**config.mk**
```make
export PLATFORM = sky130hd
export DESIGN_NAME = quadrotor_cascaded_pid_mixer
export DESIGN_NICKNAME = d
export VERILOG_FILES = /design/src/rtl/qcpm_pkg.sv /design/src/rtl/quadrotor_cascaded_pid_mixer.sv /design/src/rtl/qcpm_cfg_regs.sv /design/src/rtl/qcpm_mac.sv /design/src/rtl/qcpm_seq.sv
export SDC_FILE = /design/constraint.sdc
export NUM_CORES = 2
export LEC_CHECK = 0
export ABC_AREA = 1
export BUFFER_PORTS_ARGS = -buffer_cell sky130_fd_sc_hd__buf_2
export CAP_MARGIN = 0
export CORE_ASPECT_RATIO = 1.5
export CORE_MARGIN = 8
export CORE_UTILIZATION = 44
export CTS_CLUSTER_SIZE = 28
export DETAILED_ROUTE_END_ITERATION = 7
export SLEW_MARGIN = 20
export SYNTH_ARGS = -nofsm -noshare
export SYNTH_HDL_FRONTEND = slang
export SYNTH_SLANG_ARGS = --single-unit
```
**constraint.sdc**
```tcl
create_clock -name clk_i -period 15.5 [get_ports clk_i]
set_input_delay 1.55 -clock clk_i [delete_from_list [all_inputs] [get_ports clk_i]]
set_output_delay 1.55 -clock clk_i [all_outputs]
set_load 0.1 [all_outputs]
```
**src/rtl/qcpm_pkg.sv**
```systemverilog
`default_nettype none

package qcpm_pkg;

  // Item layout.
  localparam int NUM_IN_FIELDS   = 12;
  localparam int NUM_OUT_FIELDS  = 4;
  localparam int CMD_W           = 16;
  localparam int VALUE_FRAC_BITS = 12;
  localparam int GAIN_INT_BITS   = 4;

  // Input field positions inside the slave tdata, counted in values.
  localparam int F_TARGET_ROLL     = 0;
  localparam int F_TARGET_PITCH    = 1;
  localparam int F_TARGET_YAW      = 2;
  localparam int F_TARGET_ALT      = 3;
  localparam int F_MEAS_ROLL       = 4;
  localparam int F_MEAS_PITCH      = 5;
  localparam int F_MEAS_YAW        = 6;
  localparam int F_MEAS_ROLL_RATE  = 7;
  localparam int F_MEAS_PITCH_RATE = 8;
  localparam int F_MEAS_YAW_RATE   = 9;
  localparam int F_MEAS_ALT        = 10;
  localparam int F_MEAS_CLIMB      = 11;

  // Configuration register indexes.
  localparam int CFG_IDX_W = 3;
  localparam logic [CFG_IDX_W-1:0] REG_ATTITUDE_GAIN   = 3'd0;
  localparam logic [CFG_IDX_W-1:0] REG_RATE_PROP_GAIN  = 3'd1;
  localparam logic [CFG_IDX_W-1:0] REG_RATE_INTEG_GAIN = 3'd2;
  localparam logic [CFG_IDX_W-1:0] REG_RATE_DERIV_GAIN = 3'd3;
  localparam logic [CFG_IDX_W-1:0] REG_INTEG_LIMIT     = 3'd4;
  localparam logic [CFG_IDX_W-1:0] REG_ALT_PROP_GAIN   = 3'd5;
  localparam logic [CFG_IDX_W-1:0] REG_ALT_DERIV_GAIN  = 3'd6;

  // Gain reset values with 16 fraction bits; rescaled to the configured format.
  localparam logic [63:0] ATTITUDE_GAIN_RST_Q16   = 64'd294912;
  localparam logic [63:0] RATE_PROP_GAIN_RST_Q16  = 64'd9830;
  localparam logic [63:0] RATE_INTEG_GAIN_RST_Q16 = 64'd655;
  localparam logic [63:0] RATE_DERIV_GAIN_RST_Q16 = 64'd131;
  localparam logic [63:0] ALT_PROP_GAIN_RST_Q16   = 64'd65536;
  localparam logic [63:0] ALT_DERIV_GAIN_RST_Q16  = 64'd32768;
  // Integrator limit reset, 50.0 with 12 fraction bits.
  localparam logic [63:0] INTEG_LIMIT_RST         = 64'd204800;

  // Axis numbering used by the sequencer.
  localparam logic [1:0] AXIS_ROLL  = 2'd0;
  localparam logic [1:0] AXIS_PITCH = 2'd1;
  localparam logic [1:0] AXIS_YAW   = 2'd2;

  typedef enum logic [3:0] {
    ST_IDLE,
    ST_SP,
    ST_RND,
    ST_ERR,
    ST_P,
    ST_I,
    ST_D,
    ST_TP,
    ST_TD,
    ST_THR,
    ST_MIX
  } seq_state_e;

  typedef enum logic [2:0] {
    GS_ATTITUDE,
    GS_RATE_P,
    GS_RATE_I,
    GS_RATE_D,
    GS_ALT_P,
    GS_ALT_D
  } gain_sel_e;

  typedef enum logic [2:0] {
    OS_ANGLE_ERR,
    OS_ERR,
    OS_INTEG,
    OS_NEG_RATE,
    OS_ALT_ERR,
    OS_NEG_CLIMB
  } opnd_sel_e;

  typedef struct packed {
    logic       in_ready;
    logic       mac_en;
    logic       mac_clr;
    gain_sel_e  gain_sel;
    opnd_sel_e  opnd_sel;
    logic [1:0] axis;
    logic       ld_sp;
    logic       ld_err;
    logic       upd_integ;
    logic       st_axis;
    logic [1:0] st_idx;
    logic       st_thrust;
    logic       out_load;
  } ctrl_t;

endpackage

`default_nettype wire

```
**src/rtl/quadrotor_cascaded_pid_mixer.sv**
```systemverilog
`default_nettype none

// Cascaded PID attitude and altitude controller with an X-frame quadrotor mixer.
// Each slave beat is one control period carrying twelve signed fixed-point values
// (12 fraction bits) and each master beat returns four 16-bit motor commands, where
// 65535 means full thrust. For roll, pitch and yaw a proportional angle loop turns
// the angle error into a rate setpoint, and a PI rate loop with a D term on the
// negative measured rate follows; its three integrators persist across beats and
// are clamped to plus or minus integ_limit. A PD altitude loop gives the base
// thrust. All products run through one shared multiply-accumulate unit under a
// small sequencer, and a new beat is taken only after the previous result has
// been loaded. The result sits in an output register, so a stalled master only
// delays the final mixing step. Gains are unsigned with GAIN_FRAC_BITS fraction
// bits and four integer bits. Configuration is to be written through the plain
// write port while the block is idle; the block itself does not enforce this.
module quadrotor_cascaded_pid_mixer #(
  parameter int VALUE_WIDTH    = 24,
  parameter int GAIN_FRAC_BITS = 16
) (
  input  wire logic clk_i,
  input  wire logic rst_ni,

  // Configuration write port.
  input  wire logic                            cfg_we_i,
  input  wire logic [qcpm_pkg::CFG_IDX_W-1:0]  cfg_idx_i,
  input  wire logic [((GAIN_FRAC_BITS + qcpm_pkg::GAIN_INT_BITS) > (VALUE_WIDTH - 1) ?
                      (GAIN_FRAC_BITS + qcpm_pkg::GAIN_INT_BITS) :
                      (VALUE_WIDTH - 1))-1:0] cfg_data_i,

  // Slave side.
  input  wire logic s_axis_tvalid,
  output logic      s_axis_tready,
  // Fields from bit 0 up, VALUE_WIDTH bits each: target_roll, target_pitch,
  // target_yaw, target_alt, meas_roll, meas_pitch, meas_yaw, meas_roll_rate,
  // meas_pitch_rate, meas_yaw_rate, meas_alt, meas_climb; zero padded to bytes.
  input  wire logic [((qcpm_pkg::NUM_IN_FIELDS * VALUE_WIDTH + 7) / 8) * 8 - 1:0]
                    s_axis_tdata,

  // Master side.
  output logic      m_axis_tvalid,
  input  wire logic m_axis_tready,
  // Fields from bit 0 up, 16 bits each: cmd_front_left, cmd_front_right,
  // cmd_back_left, cmd_back_right.
  output logic [qcpm_pkg::NUM_OUT_FIELDS*qcpm_pkg::CMD_W-1:0] m_axis_tdata
);
  import qcpm_pkg::*;

  localparam int VW     = VALUE_WIDTH;
  localparam int GW     = GAIN_FRAC_BITS + GAIN_INT_BITS;
  localparam int CLIP_W = VALUE_FRAC_BITS + 1;
  localparam int SCL_W  = CLIP_W + CMD_W;

  localparam logic signed [VW+1:0] MIX_ONE =
    {{(VW+1-VALUE_FRAC_BITS){1'b0}}, 1'b1, {VALUE_FRAC_BITS{1'b0}}};
  localparam logic [SCL_W-1:0] CMD_HALF =
    {{(SCL_W-VALUE_FRAC_BITS){1'b0}}, 1'b1, {(VALUE_FRAC_BITS-1){1'b0}}};

  ctrl_t ctrl;
  logic  start;
  logic  out_free;

  logic [GW-1:0]   att_gain, rate_p_gain, rate_i_gain, rate_d_gain, alt_p_gain, alt_d_gain;
  logic [VW-2:0]   integ_limit;

  // Input item, held for the whole computation.
  logic signed [VW-1:0] in_q [NUM_IN_FIELDS];

  logic signed [VW-1:0] sp_q, err_q;
  logic signed [VW-1:0] roll_integ_q, pitch_integ_q, yaw_integ_q;
  logic signed [VW-1:0] roll_q, pitch_q, yaw_q, thrust_q;

  logic [NUM_OUT_FIELDS*CMD_W-1:0] out_data_q;
  logic                            out_valid_q;

  logic signed [VW-1:0] tgt, meas, rate, integ_cur;
  logic signed [VW:0]   angle_err, neg_rate, alt_err, neg_climb, err_ext, integ_ext;
  logic signed [VW:0]   err_diff, integ_sum, lim_pos, lim_neg;
  logic signed [VW-1:0] err_next, integ_next;

  logic [GW-1:0]        mac_gain;
  logic signed [VW:0]   mac_opnd;
  logic signed [VW-1:0] mac_rnd;

  logic signed [VW+1:0] mix_fl, mix_fr, mix_bl, mix_br;

  assign start         = s_axis_tvalid && s_axis_tready;
  assign s_axis_tready = ctrl.in_ready;
  assign out_free      = !out_valid_q || m_axis_tready;

  qcpm_cfg_regs #(
    .VALUE_WIDTH    (VALUE_WIDTH),
    .GAIN_FRAC_BITS (GAIN_FRAC_BITS)
  ) u_cfg_regs (
    .clk_i         (clk_i),
    .rst_ni        (rst_ni),
    .cfg_we_i      (cfg_we_i),
    .cfg_idx_i     (cfg_idx_i),
    .cfg_data_i    (cfg_data_i),
    .att_gain_o    (att_gain),
    .rate_p_gain_o (rate_p_gain),
    .rate_i_gain_o (rate_i_gain),
    .rate_d_gain_o (rate_d_gain),
    .alt_p_gain_o  (alt_p_gain),
    .alt_d_gain_o  (alt_d_gain),
    .integ_limit_o (integ_limit)
  );

  qcpm_seq u_seq (
    .clk_i      (clk_i),
    .rst_ni     (rst_ni),
    .start_i    (start),
    .out_free_i (out_free),
    .ctrl_o     (ctrl)
  );

  qcpm_mac #(
    .VALUE_WIDTH    (VALUE_WIDTH),
    .GAIN_FRAC_BITS (GAIN_FRAC_BITS)
  ) u_mac (
    .clk_i  (clk_i),
    .en_i   (ctrl.mac_en),
    .clr_i  (ctrl.mac_clr),
    .gain_i (mac_gain),
    .opnd_i (mac_opnd),
    .rnd_o  (mac_rnd)
  );

  // Capture the beat; the fields are unpacked once here.
  always_ff @(posedge clk_i) begin
    if (start) begin
      for (int i = 0; i < NUM_IN_FIELDS; i++) begin
        in_q[i] <= s_axis_tdata[i*VW +: VW];
      end
    end
  end

  // Per-axis operands, chosen by the axis the sequencer is working on.
  always_comb begin
    case (ctrl.axis)
      AXIS_PITCH: begin
        tgt       = in_q[F_TARGET_PITCH];
        meas      = in_q[F_MEAS_PITCH];
        rate      = in_q[F_MEAS_PITCH_RATE];
        integ_cur = pitch_integ_q;
      end
      AXIS_YAW: begin
        tgt       = in_q[F_TARGET_YAW];
        meas      = in_q[F_MEAS_YAW];
        rate      = in_q[F_MEAS_YAW_RATE];
        integ_cur = yaw_integ_q;
      end
      default: begin
        tgt       = in_q[F_TARGET_ROLL];
        meas      = in_q[F_MEAS_ROLL];
        rate      = in_q[F_MEAS_ROLL_RATE];
        integ_cur = roll_integ_q;
      end
    endcase
  end

  // Differences and negations get one extra bit so they never wrap.
  assign angle_err = {tgt[VW-1], tgt} - {meas[VW-1], meas};
  assign neg_rate  = -{rate[VW-1], rate};
  assign alt_err   = {in_q[F_TARGET_ALT][VW-1], in_q[F_TARGET_ALT]}
                   - {in_q[F_MEAS_ALT][VW-1], in_q[F_MEAS_ALT]};
  assign neg_climb = -{in_q[F_MEAS_CLIMB][VW-1], in_q[F_MEAS_CLIMB]};
  assign err_ext   = {err_q[VW-1], err_q};
  assign integ_ext = {integ_cur[VW-1], integ_cur};

  always_comb begin
    case (ctrl.gain_sel)
      GS_RATE_P: mac_gain = rate_p_gain;
      GS_RATE_I: mac_gain = rate_i_gain;
      GS_RATE_D: mac_gain = rate_d_gain;
      GS_ALT_P:  mac_gain = alt_p_gain;
      GS_ALT_D:  mac_gain = alt_d_gain;
      default:   mac_gain = att_gain;
    endcase
  end

  always_comb begin
    case (ctrl.opnd_sel)
      OS_ERR:       mac_opnd = err_ext;
      OS_INTEG:     mac_opnd = integ_ext;
      OS_NEG_RATE:  mac_opnd = neg_rate;
      OS_ALT_ERR:   mac_opnd = alt_err;
      OS_NEG_CLIMB: mac_opnd = neg_climb;
      default:      mac_opnd = angle_err;
    endcase
  end

  // Rate error: setpoint minus measured rate, saturated to the value range.
  assign err_diff = {sp_q[VW-1], sp_q} - {rate[VW-1], rate};
  always_comb begin
    if (err_diff[VW] != err_diff[VW-1]) begin
      err_next = {err_diff[VW], {(VW-1){!err_diff[VW]}}};
    end else begin
      err_next = err_diff[VW-1:0];
    end
  end

  // Integrator step with a symmetric clamp. A zero limit pins the integrator at zero.
  assign integ_sum = integ_ext + err_ext;
  assign lim_pos   = {2'b00, integ_limit};
  assign lim_neg   = -lim_pos;
  always_comb begin
    if (integ_sum > lim_pos) begin
      integ_next = lim_pos[VW-1:0];
    end else if (integ_sum < lim_neg) begin
      integ_next = lim_neg[VW-1:0];
    end else begin
      integ_next = integ_sum[VW-1:0];
    end
  end

  always_ff @(posedge clk_i) begin
    if (ctrl.ld_sp) begin
      sp_q <= mac_rnd;
    end
    if (ctrl.ld_err) begin
      err_q <= err_next;
    end
    if (ctrl.st_axis) begin
      case (ctrl.st_idx)
        AXIS_PITCH: pitch_q <= mac_rnd;
        AXIS_YAW:   yaw_q   <= mac_rnd;
        default:    roll_q  <= mac_rnd;
      endcase
    end
    if (ctrl.st_thrust) begin
      thrust_q <= mac_rnd;
    end
  end

  // The integrators are controller state and start from zero.
  always_ff @(posedge clk_i or negedge rst_ni) begin
    if (!rst_ni) begin
      roll_integ_q  <= '0;
      pitch_integ_q <= '0;
      yaw_integ_q   <= '0;
    end else if (ctrl.upd_integ) begin
      case (ctrl.axis)
        AXIS_PITCH: pitch_integ_q <= integ_next;
        AXIS_YAW:   yaw_integ_q   <= integ_next;
        default:    roll_integ_q  <= integ_next;
      endcase
    end
  end

  // X mixer. Each motor sum gets two guard bits, since four saturated terms are added.
  function automatic logic signed [VW+1:0] sx(input logic signed [VW-1:0] v);
    return {{2{v[VW-1]}}, v};
  endfunction

  // Clamp to 0..1.0 and scale to 0..65535 with round half up: m * 65535 = (m << 16) - m.
  function automatic logic [CMD_W-1:0] to_cmd(input logic signed [VW+1:0] m);
    logic [CLIP_W-1:0] c;
    logic [SCL_W-1:0]  scaled;
    if (m[VW+1]) begin
      c = '0;
    end else if (m > MIX_ONE) begin
      c = MIX_ONE[CLIP_W-1:0];
    end else begin
      c = m[CLIP_W-1:0];
    end
    scaled = {c, {CMD_W{1'b0}}} - {{CMD_W{1'b0}}, c} + CMD_HALF;
    return scaled[VALUE_FRAC_BITS +: CMD_W];
  endfunction

  assign mix_fl = sx(thrust_q) + sx(pitch_q) + sx(roll_q) - sx(yaw_q);
  assign mix_fr = sx(thrust_q) + sx(pitch_q) - sx(roll_q) + sx(yaw_q);
  assign mix_bl = sx(thrust_q) - sx(pitch_q) + sx(roll_q) + sx(yaw_q);
  assign mix_br = sx(thrust_q) - sx(pitch_q) - sx(roll_q) - sx(yaw_q);

  always_ff @(posedge clk_i) begin
    if (ctrl.out_load) begin
      out_data_q <= {to_cmd(mix_br), to_cmd(mix_bl), to_cmd(mix_fr), to_cmd(mix_fl)};
    end
  end

  always_ff @(posedge clk_i or negedge rst_ni) begin
    if (!rst_ni) begin
      out_valid_q <= 1'b0;
    end else if (ctrl.out_load) begin
      out_valid_q <= 1'b1;
    end else if (m_axis_tready) begin
      out_valid_q <= 1'b0;
    end
  end

  assign m_axis_tvalid = out_valid_q;
  assign m_axis_tdata  = out_data_q;

  // Once a beat is taken the block is busy for the whole computation.
  a_busy_after_accept: assert property (@(posedge clk_i) disable iff (!rst_ni)
    start |=> !s_axis_tready)
    else $error("slave ready right after an accepted beat");

  // A result is loaded only when the output register is free or being drained.
  a_load_into_free: assert property (@(posedge clk_i) disable iff (!rst_ni)
    ctrl.out_load |-> (!out_valid_q || m_axis_tready))
    else $error("result loaded over a pending beat");

  // Master valid only rises from a mixer load.
  a_valid_from_load: assert property (@(posedge clk_i) disable iff (!rst_ni)
    $rose(m_axis_tvalid) |-> $past(ctrl.out_load))
    else $error("master valid rose without a result load");

  // No new beat is taken while the mixer still waits to deliver.
  a_no_accept_while_mixing: assert property (@(posedge clk_i) disable iff (!rst_ni)
    ctrl.st_thrust |=> !s_axis_tready)
    else $error("slave ready before the result was delivered");

endmodule

`default_nettype wire

```
**src/rtl/qcpm_cfg_regs.sv**
```systemverilog
`default_nettype none

module qcpm_cfg_regs #(
  parameter int VALUE_WIDTH    = 24,
  parameter int GAIN_FRAC_BITS = 16
) (
  input  wire logic                            clk_i,
  input  wire logic                            rst_ni,
  input  wire logic                            cfg_we_i,
  input  wire logic [qcpm_pkg::CFG_IDX_W-1:0]  cfg_idx_i,
  input  wire logic [((GAIN_FRAC_BITS + qcpm_pkg::GAIN_INT_BITS) > (VALUE_WIDTH - 1) ?
                      (GAIN_FRAC_BITS + qcpm_pkg::GAIN_INT_BITS) :
                      (VALUE_WIDTH - 1))-1:0] cfg_data_i,
  output logic [GAIN_FRAC_BITS+qcpm_pkg::GAIN_INT_BITS-1:0] att_gain_o,
  output logic [GAIN_FRAC_BITS+qcpm_pkg::GAIN_INT_BITS-1:0] rate_p_gain_o,
  output logic [GAIN_FRAC_BITS+qcpm_pkg::GAIN_INT_BITS-1:0] rate_i_gain_o,
  output logic [GAIN_FRAC_BITS+qcpm_pkg::GAIN_INT_BITS-1:0] rate_d_gain_o,
  output logic [GAIN_FRAC_BITS+qcpm_pkg::GAIN_INT_BITS-1:0] alt_p_gain_o,
  output logic [GAIN_FRAC_BITS+qcpm_pkg::GAIN_INT_BITS-1:0] alt_d_gain_o,
  output logic [VALUE_WIDTH-2:0]                             integ_limit_o
);
  import qcpm_pkg::*;

  localparam int GW = GAIN_FRAC_BITS + GAIN_INT_BITS;

  // Rescale the 16-fraction-bit defaults to this gain format, rounding half up.
  localparam logic [63:0] RST_ATT = ((ATTITUDE_GAIN_RST_Q16 << GAIN_FRAC_BITS) + 64'd32768) >> 16;
  localparam logic [63:0] RST_RP  = ((RATE_PROP_GAIN_RST_Q16 << GAIN_FRAC_BITS) + 64'd32768) >> 16;
  localparam logic [63:0] RST_RI  = ((RATE_INTEG_GAIN_RST_Q16 << GAIN_FRAC_BITS) + 64'd32768) >> 16;
  localparam logic [63:0] RST_RD  = ((RATE_DERIV_GAIN_RST_Q16 << GAIN_FRAC_BITS) + 64'd32768) >> 16;
  localparam logic [63:0] RST_AP  = ((ALT_PROP_GAIN_RST_Q16 << GAIN_FRAC_BITS) + 64'd32768) >> 16;
  localparam logic [63:0] RST_AD  = ((ALT_DERIV_GAIN_RST_Q16 << GAIN_FRAC_BITS) + 64'd32768) >> 16;

  logic [GW-1:0]          att_q, rp_q, ri_q, rd_q, ap_q, ad_q;
  logic [VALUE_WIDTH-2:0] lim_q;

  always_ff @(posedge clk_i or negedge rst_ni) begin
    if (!rst_ni) begin
      att_q <= RST_ATT[GW-1:0];
      rp_q  <= RST_RP[GW-1:0];
      ri_q  <= RST_RI[GW-1:0];
      rd_q  <= RST_RD[GW-1:0];
      ap_q  <= RST_AP[GW-1:0];
      ad_q  <= RST_AD[GW-1:0];
      lim_q <= INTEG_LIMIT_RST[VALUE_WIDTH-2:0];
    end else if (cfg_we_i) begin
      case (cfg_idx_i)
        REG_ATTITUDE_GAIN:   att_q <= cfg_data_i[GW-1:0];
        REG_RATE_PROP_GAIN:  rp_q  <= cfg_data_i[GW-1:0];
        REG_RATE_INTEG_GAIN: ri_q  <= cfg_data_i[GW-1:0];
        REG_RATE_DERIV_GAIN: rd_q  <= cfg_data_i[GW-1:0];
        REG_INTEG_LIMIT:     lim_q <= cfg_data_i[VALUE_WIDTH-2:0];
        REG_ALT_PROP_GAIN:   ap_q  <= cfg_data_i[GW-1:0];
        REG_ALT_DERIV_GAIN:  ad_q  <= cfg_data_i[GW-1:0];
        default: ;
      endcase
    end
  end

  assign att_gain_o    = att_q;
  assign rate_p_gain_o = rp_q;
  assign rate_i_gain_o = ri_q;
  assign rate_d_gain_o = rd_q;
  assign alt_p_gain_o  = ap_q;
  assign alt_d_gain_o  = ad_q;
  assign integ_limit_o = lim_q;

endmodule

`default_nettype wire

```
**src/rtl/qcpm_mac.sv**
```systemverilog
`default_nettype none

module qcpm_mac #(
  parameter int VALUE_WIDTH    = 24,
  parameter int GAIN_FRAC_BITS = 16
) (
  input  wire logic                                                clk_i,
  input  wire logic                                                en_i,
  input  wire logic                                                clr_i,
  input  wire logic [GAIN_FRAC_BITS+qcpm_pkg::GAIN_INT_BITS-1:0]  gain_i,
  input  wire logic signed [VALUE_WIDTH:0]                        opnd_i,
  output logic signed [VALUE_WIDTH-1:0]                           rnd_o
);
  import qcpm_pkg::*;

  localparam int GW     = GAIN_FRAC_BITS + GAIN_INT_BITS;
  localparam int PROD_W = GW + VALUE_WIDTH + 2;
  // Up to three products are summed before rounding.
  localparam int ACC_W  = PROD_W + 2;

  localparam logic signed [ACC_W-1:0] HALF =
    {{(ACC_W-GAIN_FRAC_BITS){1'b0}}, 1'b1, {(GAIN_FRAC_BITS-1){1'b0}}};
  localparam logic signed [ACC_W-1:0] SAT_MAX =
    {{(ACC_W-VALUE_WIDTH+1){1'b0}}, {(VALUE_WIDTH-1){1'b1}}};
  localparam logic signed [ACC_W-1:0] SAT_MIN = ~SAT_MAX;

  logic signed [PROD_W-1:0] prod;
  logic signed [ACC_W-1:0]  acc_d, acc_q;
  logic signed [ACC_W-1:0]  rnd_sum, shifted;

  assign prod  = PROD_W'($signed({1'b0, gain_i})) * PROD_W'(opnd_i);
  assign acc_d = clr_i ? ACC_W'(prod) : acc_q + ACC_W'(prod);

  always_ff @(posedge clk_i) begin
    if (en_i) begin
      acc_q <= acc_d;
    end
  end

  // Round to nearest with ties upward, then saturate to the value range.
  assign rnd_sum = acc_q + HALF;
  assign shifted = rnd_sum >>> GAIN_FRAC_BITS;

  always_comb begin
    if (shifted > SAT_MAX) begin
      rnd_o = SAT_MAX[VALUE_WIDTH-1:0];
    end else if (shifted < SAT_MIN) begin
      rnd_o = SAT_MIN[VALUE_WIDTH-1:0];
    end else begin
      rnd_o = shifted[VALUE_WIDTH-1:0];
    end
  end

endmodule

`default_nettype wire

```
**src/rtl/qcpm_seq.sv**
```systemverilog
`default_nettype none

module qcpm_seq (
  input  wire logic            clk_i,
  input  wire logic            rst_ni,
  input  wire logic            start_i,
  input  wire logic            out_free_i,
  output qcpm_pkg::ctrl_t      ctrl_o
);
  import qcpm_pkg::*;

  seq_state_e state_d, state_q;
  logic [1:0] axis_d, axis_q;

  always_ff @(posedge clk_i or negedge rst_ni) begin
    if (!rst_ni) begin
      state_q <= ST_IDLE;
      axis_q  <= AXIS_ROLL;
    end else begin
      state_q <= state_d;
      axis_q  <= axis_d;
    end
  end

  always_comb begin
    state_d = state_q;
    axis_d  = axis_q;
    case (state_q)
      ST_IDLE: begin
        if (start_i) begin
          state_d = ST_SP;
          axis_d  = AXIS_ROLL;
        end
      end
      ST_SP:  state_d = ST_RND;
      ST_RND: state_d = ST_ERR;
      ST_ERR: state_d = ST_P;
      ST_P:   state_d = ST_I;
      ST_I:   state_d = ST_D;
      ST_D: begin
        if (axis_q == AXIS_YAW) begin
          state_d = ST_TP;
        end else begin
          state_d = ST_SP;
          axis_d  = axis_q + 2'd1;
        end
      end
      ST_TP:  state_d = ST_TD;
      ST_TD:  state_d = ST_THR;
      ST_THR: state_d = ST_MIX;
      ST_MIX: begin
        if (out_free_i) begin
          state_d = ST_IDLE;
        end
      end
      default: state_d = ST_IDLE;
    endcase
  end

  always_comb begin
    ctrl_o          = '0;
    ctrl_o.gain_sel = GS_ATTITUDE;
    ctrl_o.opnd_sel = OS_ANGLE_ERR;
    ctrl_o.axis     = axis_q;
    case (state_q)
      ST_IDLE: ctrl_o.in_ready = 1'b1;
      ST_SP: begin
        // The previous axis result is still in the accumulator on this edge.
        ctrl_o.mac_en   = 1'b1;
        ctrl_o.mac_clr  = 1'b1;
        ctrl_o.st_axis  = (axis_q != AXIS_ROLL);
        ctrl_o.st_idx   = axis_q - 2'd1;
      end
      ST_RND: ctrl_o.ld_sp  = 1'b1;
      ST_ERR: ctrl_o.ld_err = 1'b1;
      ST_P: begin
        ctrl_o.mac_en    = 1'b1;
        ctrl_o.mac_clr   = 1'b1;
        ctrl_o.gain_sel  = GS_RATE_P;
        ctrl_o.opnd_sel  = OS_ERR;
        ctrl_o.upd_integ = 1'b1;
      end
      ST_I: begin
        ctrl_o.mac_en   = 1'b1;
        ctrl_o.gain_sel = GS_RATE_I;
        ctrl_o.opnd_sel = OS_INTEG;
      end
      ST_D: begin
        ctrl_o.mac_en   = 1'b1;
        ctrl_o.gain_sel = GS_RATE_D;
        ctrl_o.opnd_sel = OS_NEG_RATE;
      end
      ST_TP: begin
        ctrl_o.mac_en   = 1'b1;
        ctrl_o.mac_clr  = 1'b1;
        ctrl_o.gain_sel = GS_ALT_P;
        ctrl_o.opnd_sel = OS_ALT_ERR;
        ctrl_o.st_axis  = 1'b1;
        ctrl_o.st_idx   = AXIS_YAW;
      end
      ST_TD: begin
        ctrl_o.mac_en   = 1'b1;
        ctrl_o.gain_sel = GS_ALT_D;
        ctrl_o.opnd_sel = OS_NEG_CLIMB;
      end
      ST_THR: ctrl_o.st_thrust = 1'b1;
      ST_MIX: ctrl_o.out_load  = out_free_i;
      default: ;
    endcase
  end

endmodule

`default_nettype wire
```
==> metrics.md <==
| Metric | Value |
|---|---|
| Register area | `0.0219 mm²` |
| Initial antenna violation count | `between 40 and 50` |
| Fin util | `0.486` |
| Max-slew violations | `0` |
| Hold_sp | `roll_integ_q[21]` |
| Library cells used by synthesis | `74` |
| Max Cap Viol | `0` |
| Crit path DAT | `between 10 and 15 ns` |
| CP dominant cell by count | `inv_1` |
| Register area share after synthesis | `0.300` |
| Vias/cell | `5.54` |
| Syn nets | `roughly 10000` |
| Row Count | `183` |
| Crit end category | `flip-flop` |
| Post-route DRC | `2` |
| Clock latency on the worst-skew pair | `0.77 ns` |
| Final worst path period share | `0.899` |
| Post-Route WL | `~290000 µm` |
| Max Fanout on Critical Path | `50` |
| Area delta synth->final | `10.1%` |
| CP Launch Type | `flip-flop` |
| Post-Synthesis Cells | `about 9000` |
| Top post-synthesis cells by area | `edfxtp_1 22%, fa_1 17%, nand2_1 11%` |
| Post-synth EDFFs | `544` |
| Fin crit period | `13.93 ns` |
| RSZ-0062 raised after global routing | `no` |
| Cell taking the most area after synthesis | `edfxtp_1` |
| Max Clk Rate | `just over 0.07 GHz` |
| R2r startpoint | `u_seq.axis_q[0]` |
| Root buf cell | `clkbuf_16` |
| Area fraction of the dominant cell type after synthesis | `0.224` |
| Net count of the finished layout | `10711` |
| Synth Area in XOR/XNOR | `0.0301` |
| Ys async rst share | `0.290` |
| Leading post-synthesis cells by instance count | `2079 x nand2_1, 1609 x inv_1, 709 x nor2_1` |
| DIE HEIGHT | `515 µm` |
| Final setup violating endpoints | `0` |
| CP Class | `flip-flop to flip-flop` |
| Vias in the first global route | `64895` |
| Iter 0 DRT Violations | `5189` |
| Path type of the worst min-delay path | `flip-flop to flip-flop` |
| Worst-case clock buffer depth | `3` |
| Worst-margin pin slew | `1.28 ns` |
| Initial Util | `0.441` |
| Hold path depth | `2` |
| Core Area | `0.165 mm²` |
| Max reg flops | `288` |
| # fillers | `16421` |
| Crit-path slowest cell | `ha_4` |
| Worst path required time | `15.97 ns` |
| Flops & latches, synth | `between 700 and 800` |
| Post-synthesis compound-gate area fraction | `0.111` |
| Reg-to-reg slack, setup | `1.57 ns` |
| Via count | `64281` |
| Main synth FF type | `edfxtp_1` |
| First-pass GRT wire length | `414000 µm` |
| Reg with most FFs | `in_q` |
| Post-CTS resize count | `0` |
| Global-route usage over all layers | `0.311` |
| Post-CTS Setup Inserts | `0` |
| Area of the multi-input gates | `approximately 0.044 mm²` |
| CTS Hold Bufs | `0` |
| Fin. Hold Viols | `0` |
| Cells on worst reg2reg path | `54` |
| Violated checks | `DRC` |
| DRT antenna net count | `0` |
| Post-DP HPWL | `235000 µm` |
| Clk slew on worst S/H paths | `~0.070 ns` |
| Die area | `0.179 mm²` |
| Mapped Avg Cell Area | `about 8 µm²` |
| Slew headroom | `0.147` |
| Hold EP | `roll_integ_q[21]` |
| Ports | `between 300 and 400` |
| Routability cong. | `1.06` |
| Largest net degree at the start of global routing | `86` |
| Total global routing overflow | `0` |
| Status | `finished, violations left` |
| Synth Area in Adders | `0.251` |
| Drt wl/cell | `24.6 µm` |
| Share of cells above drive strength 1 | `0.0871` |
| Ys Warns | `0` |
| Simple-Gate Fraction of Synth Area | `0.209` |
| Clock Sinks | `766` |
| FF-to-FF End | `u_mac.acc_q[44]` |
| 1st-pass router iterations | `8` |
| CP max stage delay | `0.73 ns` |
| Multiplexer share of the synthesized area | `0` |
| Most instantiated library cell after synthesis | `nand2_1` |
| Num CTS Buffers | `83` |
| # port buffers | `384` |
| Setup TNS | `0 ns` |
| Chip width | `348 µm` |
| Post-Syn Area | `0.0730 mm²` |
| TritonCTS clock tree | `done` |
| Largest family of logic cells by synthesized area | `adder cells` |
| Worst clock skew | `about 0.052 ns` |
| H-tree Lvls | `3` |
worst max path at each step:
stage          depth (start not counted)        startpoint  slack (ns)         endpoint
2_1_floorplan                          5  u_seq.state_q[1]        0.43       in_q[0][0]
3_3_place_gp                          51   u_seq.axis_q[0]        1.83  u_mac.acc_q[45]
3_5_place_dp                          52   u_seq.axis_q[0]        1.62  u_mac.acc_q[46]
4_1_cts                               52   u_seq.axis_q[0]        1.60  u_mac.acc_q[46]
5_1_grt                               52   u_seq.axis_q[0]        0.56  u_mac.acc_q[46]
6_report                              54   u_seq.axis_q[0]        1.57  u_mac.acc_q[44]
per-stage QoR:
| stage | hold slack, ns | setup WS [ns] | cells | cell area (µm²) |
|---|---|---|---|---|
| after detailed placement | 0.460 | 1.62 | 11434 | 77400 |
| after global routing | 0.499 | 0.558 | 11586 | 80300 |
| after global placement | 0.456 | 1.83 | 11434 | 77400 |
| after floorplan | 0.444 | 0.434 | 8968 | 73000 |
| final | 0.475 | 1.57 | 11599 | 80400 |
| after CTS | 0.477 | 1.60 | 11583 | 80300 |
layout by cell type, fill, tap and decap left out, drive strengths merged, types with 10 or more instances in the layout:
master | synthesis | layout
nand4 | 118 | 118
ha | 474 | 474
inv | 1635 | 1647
fa | 617 | 617
nor3 | 108 | 108
o21a | 28 | 28
a21boi | 16 | 16
nand3b | 35 | 35
o21bai | 21 | 21
a21oi | 481 | 481
o31ai | 15 | 15
nor2 | 736 | 736
diode | 0 | 14
a221oi | 36 | 36
o211ai | 42 | 42
o2111ai | 15 | 15
a221o | 54 | 54
xnor2 | 80 | 80
a31oi | 42 | 42
o21ai | 530 | 530
xor2 | 168 | 168
or2 | 37 | 37
nor4 | 18 | 18
nor3b | 10 | 10
dfstp | 23 | 23
a21o | 16 | 16
a22o | 36 | 36
edfxtp | 544 | 544
buf | 90 | 474
clkbuf | 137 | 102
o221ai | 16 | 16
nand2 | 2106 | 2106
clkinv | 8 | 32
dfrtp | 199 | 199
nand3 | 432 | 432
critical path, delay by kind of cell, from the launching register on:
| family | cells | cell delay [ns] |
|---|---|---|
| simple gates | 12 | 1.95 |
| fa+ha+maj | 12 | 5.57 |
| compound gates | 15 | 3.54 |
| flops | 1 | 0.42 |
| xor+xnor | 2 | 0.35 |
| buf+inv | 13 | 1.75 |
routing by layer:
layer | vias to the layer above | global-route usage | part of all wire
li1 | 29587 | - | -
met1 | 31189 | 0.341 | 0.36
met2 | 2653 | 0.550 | 0.49
met3 | 834 | 0.0606 | 0.069
met4 | 18 | 0.201 | 0.081
met5 | - | 0.00188 | 0.00055
area by class of cell:
type / instances / area share
Multi-Input combinational cell: 6332 / 0.547
Inverter: 1643 / 0.0768
Clock buffer: 101 / 0.0281
Tap cell: 2220 / 0.0346
Timing Repair Buffer: 475 / 0.0328
Sequential cell: 766 / 0.273
Clock inverter: 48 / 0.00723
Antenna cell: 14 / 0.000436
kinds of logic after synthesis:
| group | count (synthesis) |
|---|---|
| DFF | 766 |
| xor gates and xnor gates | 248 |
| AOI/OAI and AO/OA | 1377 |
| and+or+nand+nor | 3616 |
| buffers and inverters | 1870 |
| adders and majority gates | 1091 |
Power is not shown: default switching activity piles up to over one toggle a cycle in this logic, so the estimate is an artifact.
